<file path="config.mk">
export PLATFORM = sky130hd
export DESIGN_NAME = indexed_deque_store_top
export DESIGN_NICKNAME = d
export VERILOG_FILES = /design/src/rtl/idq_pkg.sv /design/src/rtl/idq_ram.sv /design/src/rtl/idq_ctrl.sv /design/src/rtl/idq_datapath.sv /design/src/rtl/indexed_deque_store_top.sv
export SDC_FILE = /design/constraint.sdc
export NUM_CORES = 2
export LEC_CHECK = 0
export ABC_CLOCK_PERIOD_IN_PS = 7500
export BUFFER_PORTS_ARGS = -buffer_cell sky130_fd_sc_hd__buf_2
export CAP_MARGIN = 10
export CORE_ASPECT_RATIO = 0.7
export CORE_MARGIN = 2
export CORE_UTILIZATION = 26
export CTS_BUF_LIST = sky130_fd_sc_hd__clkbuf_8
export CTS_CLUSTER_DIAMETER = 40
export DETAILED_ROUTE_END_ITERATION = 10
export PLACE_DENSITY = 0.42
export SLEW_MARGIN = 0
export SYNTH_ARGS = -nofsm -noshare
export SYNTH_HDL_FRONTEND = slang
export SYNTH_HIERARCHICAL = 1
export SYNTH_SLANG_ARGS = --single-unit
export TNS_END_PERCENT = 100
</file>
<file path="constraint.sdc">
create_clock -name clk_i -period 7.5 [get_ports clk_i]
set_clock_uncertainty 0.1 [all_clocks]
set_input_delay 1.5 -clock clk_i [delete_from_list [all_inputs] [get_ports clk_i]]
set_output_delay 1.5 -clock clk_i [all_outputs]
set_load 0.02 [all_outputs]
</file>
<file path="src/rtl/idq_pkg.sv">
// ----------------------------------------------------------------------------
// idq_pkg
// Shared opcodes, status codes and controller/datapath interface types for the
// indexed double-ended store.
// ----------------------------------------------------------------------------
`default_nettype none

package idq_pkg;

  // Operation codes carried by each input transaction.
  localparam logic [2:0] OP_PUSH_FRONT = 3'd0;
  localparam logic [2:0] OP_PUSH_BACK  = 3'd1;
  localparam logic [2:0] OP_POP_FRONT  = 3'd2;
  localparam logic [2:0] OP_POP_BACK   = 3'd3;
  localparam logic [2:0] OP_READ       = 3'd4;
  localparam logic [2:0] OP_WRITE      = 3'd5;
  localparam logic [2:0] OP_FIND       = 3'd6;

  // Status codes returned with each result.
  localparam logic [2:0] ST_OK        = 3'd0;
  localparam logic [2:0] ST_BAD_INDEX = 3'd1;
  localparam logic [2:0] ST_EMPTY     = 3'd2;
  localparam logic [2:0] ST_NOT_FOUND = 3'd3;
  localparam logic [2:0] ST_FULL      = 3'd4;

  // Result source selects.
  localparam logic [1:0] SRC_NOW  = 2'd0;
  localparam logic [1:0] SRC_READ = 2'd1;
  localparam logic [1:0] SRC_SCAN = 2'd2;

  localparam logic [31:0] NEG_ONE = 32'hFFFF_FFFF;

  // Commands from the controller to the datapath.
  typedef struct packed {
    logic       accept;
    logic       scan_start;
    logic       scan_step;
    logic [1:0] src;
    logic       load_out;
    logic       load_hold;
    logic       hold_to_out;
  } ctl_cmd_t;

  // Status from the datapath to the controller.
  typedef struct packed {
    logic need_read;
    logic need_scan;
    logic scan_done;
  } dp_status_t;

endpackage

`default_nettype wire

</file>
<file path="src/rtl/idq_ram.sv">
// ----------------------------------------------------------------------------
// idq_ram
// Generic simple dual-port RAM: one write port, one read port with the read
// data registered.
// ----------------------------------------------------------------------------
`default_nettype none

module idq_ram #(
  parameter int WIDTH = 32,
  parameter int DEPTH = 64
) (
  input  wire logic                                   clk_i,
  input  wire logic                                   we_i,
  input  wire logic [((DEPTH > 1) ? $clog2(DEPTH) : 1)-1:0] waddr_i,
  input  wire logic [WIDTH-1:0]                       wdata_i,
  input  wire logic [((DEPTH > 1) ? $clog2(DEPTH) : 1)-1:0] raddr_i,
  output logic      [WIDTH-1:0]                       rdata_o
);

  logic [WIDTH-1:0] mem_q [DEPTH];
  logic [WIDTH-1:0] rdata_q;

  // Write port and registered read port.
  always_ff @(posedge clk_i) begin
    if (we_i) begin
      mem_q[waddr_i] <= wdata_i;
    end
    rdata_q <= mem_q[raddr_i];
  end

  assign rdata_o = rdata_q;

endmodule

`default_nettype wire

</file>
<file path="src/rtl/idq_ctrl.sv">
// ----------------------------------------------------------------------------
// idq_ctrl
// Controller state machine: handshakes, sequencing of reads and searches, and
// the result hold stage.
// ----------------------------------------------------------------------------
`default_nettype none

module idq_ctrl (
  input  wire logic                clk_i,
  input  wire logic                rst_ni,
  input  wire logic                in_valid_i,
  output logic                     in_ready_o,
  output logic                     out_valid_o,
  input  wire logic                out_ready_i,
  input  wire idq_pkg::dp_status_t status_i,
  output idq_pkg::ctl_cmd_t        cmd_o
);

  import idq_pkg::*;

  localparam logic [1:0] S_IDLE = 2'd0;
  localparam logic [1:0] S_READ = 2'd1;
  localparam logic [1:0] S_SCAN = 2'd2;
  localparam logic [1:0] S_HOLD = 2'd3;

  logic [1:0] state_q, state_d;
  logic       out_valid_q, out_valid_d;
  logic       out_free;
  logic       accept;
  ctl_cmd_t   cmd;

  assign out_free   = !out_valid_q || out_ready_i;
  assign in_ready_o = (state_q == S_IDLE);
  assign accept     = in_valid_i && in_ready_o;

  // Next state and command decode.
  always_comb begin
    state_d         = state_q;
    cmd             = '0;
    cmd.accept      = accept;
    cmd.src         = SRC_NOW;
    case (state_q)
      S_IDLE: begin
        if (accept) begin
          if (status_i.need_read) begin
            state_d = S_READ;
          end else if (status_i.need_scan) begin
            cmd.scan_start = 1'b1;
            state_d        = S_SCAN;
          end else if (out_free) begin
            cmd.load_out = 1'b1;
          end else begin
            cmd.load_hold = 1'b1;
            state_d       = S_HOLD;
          end
        end
      end
      S_READ: begin
        cmd.src = SRC_READ;
        if (out_free) begin
          cmd.load_out = 1'b1;
          state_d      = S_IDLE;
        end else begin
          cmd.load_hold = 1'b1;
          state_d       = S_HOLD;
        end
      end
      S_SCAN: begin
        cmd.src = SRC_SCAN;
        if (status_i.scan_done) begin
          if (out_free) begin
            cmd.load_out = 1'b1;
            state_d      = S_IDLE;
          end else begin
            cmd.load_hold = 1'b1;
            state_d       = S_HOLD;
          end
        end else begin
          cmd.scan_step = 1'b1;
        end
      end
      S_HOLD: begin
        if (out_free) begin
          cmd.hold_to_out = 1'b1;
          state_d         = S_IDLE;
        end
      end
      default: begin
        state_d = S_IDLE;
      end
    endcase
  end

  // Output valid follows loads into the output register and drains on ready.
  always_comb begin
    if (cmd.load_out || cmd.hold_to_out) begin
      out_valid_d = 1'b1;
    end else if (out_ready_i) begin
      out_valid_d = 1'b0;
    end else begin
      out_valid_d = out_valid_q;
    end
  end

  always_ff @(posedge clk_i or negedge rst_ni) begin
    if (!rst_ni) begin
      state_q     <= S_IDLE;
      out_valid_q <= 1'b0;
    end else begin
      state_q     <= state_d;
      out_valid_q <= out_valid_d;
    end
  end

  assign out_valid_o = out_valid_q;
  assign cmd_o       = cmd;

  // A pending result is never overwritten.
  assert property (@(posedge clk_i) disable iff (!rst_ni)
    cmd.load_out |-> out_free)
    else $error("output register loaded while a result is pending");

  // The hold stage is only used while the output register is occupied.
  assert property (@(posedge clk_i) disable iff (!rst_ni)
    (state_q == S_HOLD) |-> out_valid_q)
    else $error("hold state entered with an empty output register");

  // Every accepted transaction leaves either busy state or a visible result.
  assert property (@(posedge clk_i) disable iff (!rst_ni)
    accept |=> ((state_q != S_IDLE) || out_valid_q))
    else $error("accepted transaction produced no result");

endmodule

`default_nettype wire

</file>
<file path="src/rtl/idq_datapath.sv">
// ----------------------------------------------------------------------------
// idq_datapath
// Ring-buffer pointers, element memory, search index and result registers.
// ----------------------------------------------------------------------------
`default_nettype none

module idq_datapath #(
  parameter int DEPTH = 64
) (
  input  wire logic                clk_i,
  input  wire logic                rst_ni,
  input  wire idq_pkg::ctl_cmd_t   cmd_i,
  output idq_pkg::dp_status_t      status_o,
  input  wire logic [2:0]          opcode_i,
  input  wire logic [5:0]          position_i,
  input  wire logic signed [31:0]  data_value_i,
  output logic signed [31:0]       result_value_o,
  output logic [2:0]               result_status_o,
  output logic [6:0]               count_o
);

  import idq_pkg::*;

  localparam int AW   = (DEPTH > 1) ? $clog2(DEPTH) : 1;
  localparam int CW   = $clog2(DEPTH + 1);
  localparam int SW   = AW + 1;
  localparam int PW   = 6;
  localparam int CMPW = (CW > PW) ? CW : PW;

  // Physical slot of a logical offset from a base slot.
  function automatic logic [AW-1:0] slot_of(input logic [AW-1:0] base,
                                            input logic [SW-1:0] off);
    logic [SW-1:0] s;
    s = SW'(base) + off;
    if (s >= SW'(DEPTH)) begin
      s = s - SW'(DEPTH);
    end
    return AW'(s);
  endfunction

  logic [AW-1:0] front_q, front_d;
  logic [CW-1:0] count_q, count_d;
  logic [AW-1:0] idx_q;
  logic [31:0]   key_q;

  logic          we;
  logic [AW-1:0] waddr;
  logic [AW-1:0] raddr;
  logic [31:0]   rdata;

  logic [31:0]   now_value;
  logic [2:0]    now_status;
  logic          need_read;
  logic          need_scan;
  logic          full;
  logic          empty;
  logic          pos_ok;
  logic [AW-1:0] front_dec;
  logic [CW-1:0] idx_nxt;
  logic          scan_hit;
  logic          scan_last;

  logic [31:0]   fin_value;
  logic [2:0]    fin_status;
  logic [CW-1:0] fin_count;

  logic [31:0]   hold_value_q;
  logic [2:0]    hold_status_q;
  logic [CW-1:0] hold_count_q;
  logic [31:0]   out_value_q;
  logic [2:0]    out_status_q;
  logic [CW-1:0] out_count_q;

  assign full      = (count_q == CW'(DEPTH));
  assign empty     = (count_q == '0);
  assign pos_ok    = (CMPW'(position_i) < CMPW'(count_q));
  assign front_dec = (front_q == '0) ? AW'(DEPTH - 1) : front_q - 1'b1;

  // Decode of the offered transaction against the current store state.
  always_comb begin
    now_value  = '0;
    now_status = ST_OK;
    front_d    = front_q;
    count_d    = count_q;
    we         = 1'b0;
    waddr      = front_q;
    need_read  = 1'b0;
    need_scan  = 1'b0;
    case (opcode_i)
      OP_PUSH_FRONT: begin
        if (full) begin
          now_status = ST_FULL;
        end else begin
          front_d = front_dec;
          count_d = count_q + 1'b1;
          waddr   = front_dec;
          we      = 1'b1;
        end
      end
      OP_PUSH_BACK: begin
        if (full) begin
          now_status = ST_FULL;
        end else begin
          count_d = count_q + 1'b1;
          waddr   = slot_of(front_q, SW'(count_q));
          we      = 1'b1;
        end
      end
      OP_POP_FRONT: begin
        if (empty) begin
          now_status = ST_EMPTY;
        end else begin
          front_d = slot_of(front_q, SW'(1));
          count_d = count_q - 1'b1;
        end
      end
      OP_POP_BACK: begin
        if (empty) begin
          now_status = ST_EMPTY;
        end else begin
          count_d = count_q - 1'b1;
        end
      end
      OP_READ: begin
        if (!pos_ok) begin
          now_value  = NEG_ONE;
          now_status = ST_BAD_INDEX;
        end else begin
          need_read = 1'b1;
        end
      end
      OP_WRITE: begin
        if (!pos_ok) begin
          now_status = ST_BAD_INDEX;
        end else begin
          waddr = slot_of(front_q, SW'(position_i));
          we    = 1'b1;
        end
      end
      OP_FIND: begin
        if (empty) begin
          now_value  = NEG_ONE;
          now_status = ST_NOT_FOUND;
        end else begin
          need_scan = 1'b1;
        end
      end
      default: begin
        now_value = '0;
      end
    endcase
  end

  // Search compare: the registered read data belongs to entry idx_q.
  assign idx_nxt   = CW'(idx_q) + CW'(1);
  assign scan_hit  = (rdata == key_q);
  assign scan_last = (idx_nxt == count_q);

  // Read address: next entry while scanning, the offered read, else front slot.
  always_comb begin
    if (cmd_i.scan_step) begin
      raddr = slot_of(front_q, SW'(idx_nxt));
    end else if (opcode_i == OP_READ) begin
      raddr = slot_of(front_q, SW'(position_i));
    end else begin
      raddr = front_q;
    end
  end

  idq_ram #(
    .WIDTH (32),
    .DEPTH (DEPTH)
  ) u_store (
    .clk_i   (clk_i),
    .we_i    (we && cmd_i.accept),
    .waddr_i (waddr),
    .wdata_i (data_value_i),
    .raddr_i (raddr),
    .rdata_o (rdata)
  );

  // Store pointers.
  always_ff @(posedge clk_i or negedge rst_ni) begin
    if (!rst_ni) begin
      front_q <= '0;
      count_q <= '0;
    end else if (cmd_i.accept) begin
      front_q <= front_d;
      count_q <= count_d;
    end
  end

  // Search index and key.
  always_ff @(posedge clk_i) begin
    if (cmd_i.scan_start) begin
      idx_q <= '0;
      key_q <= data_value_i;
    end else if (cmd_i.scan_step) begin
      idx_q <= AW'(idx_nxt);
    end
  end

  // Result selection.
  always_comb begin
    case (cmd_i.src)
      SRC_READ: begin
        fin_value  = rdata;
        fin_status = ST_OK;
        fin_count  = count_q;
      end
      SRC_SCAN: begin
        fin_value  = scan_hit ? 32'(idx_q) : NEG_ONE;
        fin_status = scan_hit ? ST_OK : ST_NOT_FOUND;
        fin_count  = count_q;
      end
      default: begin
        fin_value  = now_value;
        fin_status = now_status;
        fin_count  = count_d;
      end
    endcase
  end

  // Hold stage and output register.
  always_ff @(posedge clk_i) begin
    if (cmd_i.load_hold) begin
      hold_value_q  <= fin_value;
      hold_status_q <= fin_status;
      hold_count_q  <= fin_count;
    end
    if (cmd_i.load_out) begin
      out_value_q  <= fin_value;
      out_status_q <= fin_status;
      out_count_q  <= fin_count;
    end else if (cmd_i.hold_to_out) begin
      out_value_q  <= hold_value_q;
      out_status_q <= hold_status_q;
      out_count_q  <= hold_count_q;
    end
  end

  assign status_o.need_read = need_read;
  assign status_o.need_scan = need_scan;
  assign status_o.scan_done = scan_hit || scan_last;

  assign result_value_o  = out_value_q;
  assign result_status_o = out_status_q;
  assign count_o         = 7'(out_count_q);

  // The element count never exceeds the capacity.
  assert property (@(posedge clk_i) disable iff (!rst_ni)
    count_q <= CW'(DEPTH))
    else $error("element count beyond capacity");

  // The front pointer always names a real slot.
  assert property (@(posedge clk_i) disable iff (!rst_ni)
    SW'(front_q) < SW'(DEPTH))
    else $error("front pointer out of range");

endmodule

`default_nettype wire

</file>
<file path="src/rtl/indexed_deque_store_top.sv">
// ----------------------------------------------------------------------------
// indexed_deque_store_top
// Bounded double-ended store of signed 32-bit elements in a ring buffer, with
// push/pop at both ends, indexed read and write, and linear search.
//
//   Channel  Direction  Handshake               Fields
//   in       input      in_valid_i/in_ready_o   opcode_i, position_i, data_value_i
//   out      output     out_valid_o/out_ready_i result_value_o, status_o, count_o
//
// Push, pop, write, a read at a bad index and a find on an empty store are
// answered from the decode. A good read waits on the registered RAM read.
// A find compares the entries one per cycle, stopping at a match or the last
// entry, through the single RAM read port; input is held off meanwhile.
// Reset clears pointers, count and control state, not the element memory.
// A stalled result waits in a hold stage, so the output register never drops one.
// ----------------------------------------------------------------------------
`default_nettype none

module indexed_deque_store_top #(
  parameter int DEPTH = 64
) (
  input  wire logic               clk_i,
  input  wire logic               rst_ni,
  input  wire logic               in_valid_i,
  output logic                    in_ready_o,
  input  wire logic [2:0]         opcode_i,
  input  wire logic [5:0]         position_i,
  input  wire logic signed [31:0] data_value_i,
  output logic                    out_valid_o,
  input  wire logic               out_ready_i,
  output logic signed [31:0]      result_value_o,
  output logic [2:0]              status_o,
  output logic [6:0]              count_o
);

  import idq_pkg::*;

  ctl_cmd_t   cmd;
  dp_status_t dp_status;

  // Sequencing and handshakes.
  idq_ctrl u_ctrl (
    .clk_i       (clk_i),
    .rst_ni      (rst_ni),
    .in_valid_i  (in_valid_i),
    .in_ready_o  (in_ready_o),
    .out_valid_o (out_valid_o),
    .out_ready_i (out_ready_i),
    .status_i    (dp_status),
    .cmd_o       (cmd)
  );

  // Store, pointers and result registers.
  idq_datapath #(
    .DEPTH (DEPTH)
  ) u_datapath (
    .clk_i           (clk_i),
    .rst_ni          (rst_ni),
    .cmd_i           (cmd),
    .status_o        (dp_status),
    .opcode_i        (opcode_i),
    .position_i      (position_i),
    .data_value_i    (data_value_i),
    .result_value_o  (result_value_o),
    .result_status_o (status_o),
    .count_o         (count_o)
  );

endmodule

`default_nettype wire
</file>
==> flow_summary.yaml <==
cts:
  cts_tree: "built"
  cts_setup_buffers: 0
  numCtsBuffers: 356
  postCtsHoldBufs: 0
  clk_latency_ps: 990
  post_cts_resized: 0
  clk_pin_slew_worst_paths_ps: 60
  clock_sinks: 2218
  cts.path.max_buffers: 4
  root_buffer: "clkbuf_8"
  cts_max_level: 5
floorplanning:
  start_util: 0.261
  die_y_um: 487
  die_width_um: 694
  die-area_um2: 338000
  io_pins: 89
  fp-row-count: 177
  coreArea_um2: 332000
grt:
  grt-ovfl-total: 0
  grt_pass1_wl_um: 366000
  grt.total_usage: 0.154
  grt_start_max_net_pins: 66
  antenna_found_initial: 23
  first_global_vias: 44300
synth:
  syn_inst: 4091
  yosysWarnings: 6
  ys.flop_type: "edfxtp_1"
  synth_edf_count: 2164
  netlist.area_leader.share: 0.750
  avgSynthCellArea_um2: 21.2
  async_flop_share: 0.00721
  synthTopCellsByArea: "edfxtp_1 (75%), mux4_2 (14%), mux2i_1 (1.2%), dfxtp_1 (0.88%), nor2_1 (0.76%)"
  synth_fp_nets: 4175
  synth.largest_area_cell: "edfxtp_1"
  ys_seq_area_frac: 0.763
  synth-seq-cells: 2218
  netlist_area_um2: 86700
  ys_types: 76
worst_setup_path:
  worstSetupPathType: "reg -> reg"
  cp-end-kind: "register"
  arrival_ps: 7540
  crit_required_ps: 8200
  start_kind: "register"
  crit_fanout: 53
  r2r_slack_ps: 660
timing:
  slew_headroom: 0.168
  rsz0062_at_grt: "no"
  timing.hold.ws_ps: 342
  worst_slack_ps: 658
  fmax_mhz: 146
  period_minus_slack_ps: 6840
  finalCritPeriodShare: 0.912
  finalMaxSlewViolations: 0
  finalHoldViolCount: 0
  tns_ps: 0
  worst_pin_slew_ps: 1240
  finalSetupViolCount: 0
drt:
  first_iter_violations: 4885
  ant_nets: 0
  drtPass1Iterations: 7
  wirelength_um: 266000
  vias: 44300
  drc: 0
  wl_per_cell_um: 28.8
  vias_per_cell: 4.81
cells_and_area:
  areaGrowthSynthToFinish_pct: 16.3
  drive_gt1_frac: 0.299
  num-nets-final: 4629
job:
  cap_violations: 0
power:
  seqPwrFrac: 0.316
  worst_ir_drop_vdd_v: 0.000287
  p_leak_nw: 31.4
  p_switching_mw: 18.8
  combPwrFrac: 0.471
  powerDensity_nw_per_um2: 461
  p_int_mw: 27.7
  pwr-share-clk: 0.213
  p_sw_frac: 0.404
placement:
  gp_congestion: 0.792
  dp_hpwl_um: 157000
  portBuffers: 88
  dp_slack_ps: 625
run_status:
  outcome: "finished, final reports clean"
hold_path:
  hold_path_class: "in -> async"
routing by layer:
metal,vias to the layer above,routed length [µm],track usage
met5,-,0,0
met4,0,4550,0.0302
met3,341,17400,0.0282
met2,1482,114000,0.224
met1,24300,129000,0.238
li1,18100,-,-
logic make-up (layout without fill, tap and decap cells):
kind of cell	Yosys count	after routing	synth area share
compound gates	447	447	0.0339
buf+inv	267	992	0.0148
fa+ha+maj	39	39	0.00589
xor+xnor	58	58	0.00586
simple gates	405	405	0.0220
flops	2218	2218	0.763
other cells	0	7	0
mux	657	657	0.155
placed cells by master, fill, tap and decap left out, types with 22 or more instances in the layout:
cell and instances:
xor2_1 42, dfxtp_1 38, o22ai_1 90, a21oi_1 117, nor2_4 64, o21ai_0 59
mux2i_1 102, clkbuf_8 367, nor2b_1 22, inv_1 142, nor2_1 110, o221ai_1 27
mux4_2 544, nand2_1 81, a41oi_1 34, ha_1 36, buf_2 88, edfxtp_1 2164
clkinv_1 70, buf_12 33, buf_4 222, clkinv_2 38
sequential cells by signal, indices dropped and copies added, names as in the netlist:
| name | count |
|---|---|
| u_datapath/hold_count_q | 7 |
| u_datapath/idx_q | 6 |
| u_datapath/key_q | 32 |
| u_datapath/hold_value_q | 32 |
| u_datapath/front_q | 6 |
| u_datapath/u_store/mem_q | 2048 |
| u_datapath/result_value_o | 32 |
| u_datapath/count_q | 7 |
| u_datapath/result_status_o | 3 |
| u_datapath/count_o | 7 |
| u_datapath/u_store/rdata_o | 32 |
| u_ctrl/out_valid_o | 1 |
| u_datapath/hold_status_q | 3 |
| u_ctrl/state_q | 2 |
power groups by stage:
stage | logic (mW) | clock network [mW] | registers [mW]
floorplan | 12.5 | 0 | 14.8
global placement | 22.3 | 0 | 14.9
detailed placement | 22.2 | 0 | 14.9
CTS | 22.3 | 10.2 | 14.7
global route | 23.1 | 10.7 | 14.7
finish | 21.9 | 9.87 | 14.7
layout make-up:
cell class | instances | area (µm²)
fillers | 32100 | 231000
flip-flops and latches | 2218 | 66100
multi-input cells | 1606 | 19800
well taps | 4385 | 5490
clock buffers | 367 | 5050
repair buffers | 343 | 2770
clock inverters | 262 | 1420
inverters | 20 | 75.1
diodes | 7 | 17.5
worst paths after layout:
path | startpoint | to | cells past startpoint
worst max-delay path | u_datapath/u_store/rdata_o[17] | u_datapath/u_store/rdata_o[11] | 13
worst min-delay path | rst_ni | u_ctrl/out_valid_o | 1
worst max register to register | u_datapath/u_store/rdata_o[17] | u_datapath/u_store/rdata_o[11] | 13
worst min register to register | u_datapath/hold_count_q[2] | u_datapath/count_o[2] | 1
max in group asynchronous | rst_ni | u_datapath/front_q[3] | 1
min in group clk_i | u_datapath/hold_count_q[2] | u_datapath/count_o[2] | 1
per-stage QoR:
stage,utilization,power [mW],cells,area (µm²)
floorplan,-,27.3,4091,86700
global placement,0.284,37.2,8572,94300
detailed placement,0.284,37.1,8572,94300
CTS,0.304,47.1,9201,101000
global route,0.304,48.5,9203,101000
finish,0.304,46.4,9208,101000
cell usage after synthesis, types with 15 or more instances:
| master | instances |
|---|---|
| nor3_1 | 20 |
| xor2_1 | 42 |
| dfrtp_1 | 16 |
| buf_4 | 27 |
| clkbuf_1 | 125 |
| dfxtp_1 | 38 |
| nand2_1 | 82 |
| mux4_2 | 544 |
| o221ai_1 | 27 |
| ha_1 | 36 |
| o22ai_1 | 91 |
| inv_1 | 20 |
| nor2_1 | 175 |
| a31oi_1 | 15 |
| nor2b_1 | 23 |
| o21ai_0 | 64 |
| mux2i_1 | 103 |
| edfxtp_1 | 2164 |
| a22oi_1 | 20 |
| a41oi_1 | 34 |
| buf_1 | 18 |
| xnor2_1 | 16 |
| buf_2 | 64 |
| nand3_1 | 21 |
| a21oi_1 | 117 |
worst max-delay path, cell delays in order, from the launching register on:
cell and delay [ps]:
dfxtp_1 840, xor2_1 150, nor4_1 660, nand4_1 320
o22ai_1 360, nor2b_2 200, buf_4 240, o21ai_4 920
buf_12 380, buf_4 300, mux4_2 350, mux4_2 590
o22ai_1 860, nor2_1 250
(Power assumes the default switching activity.)
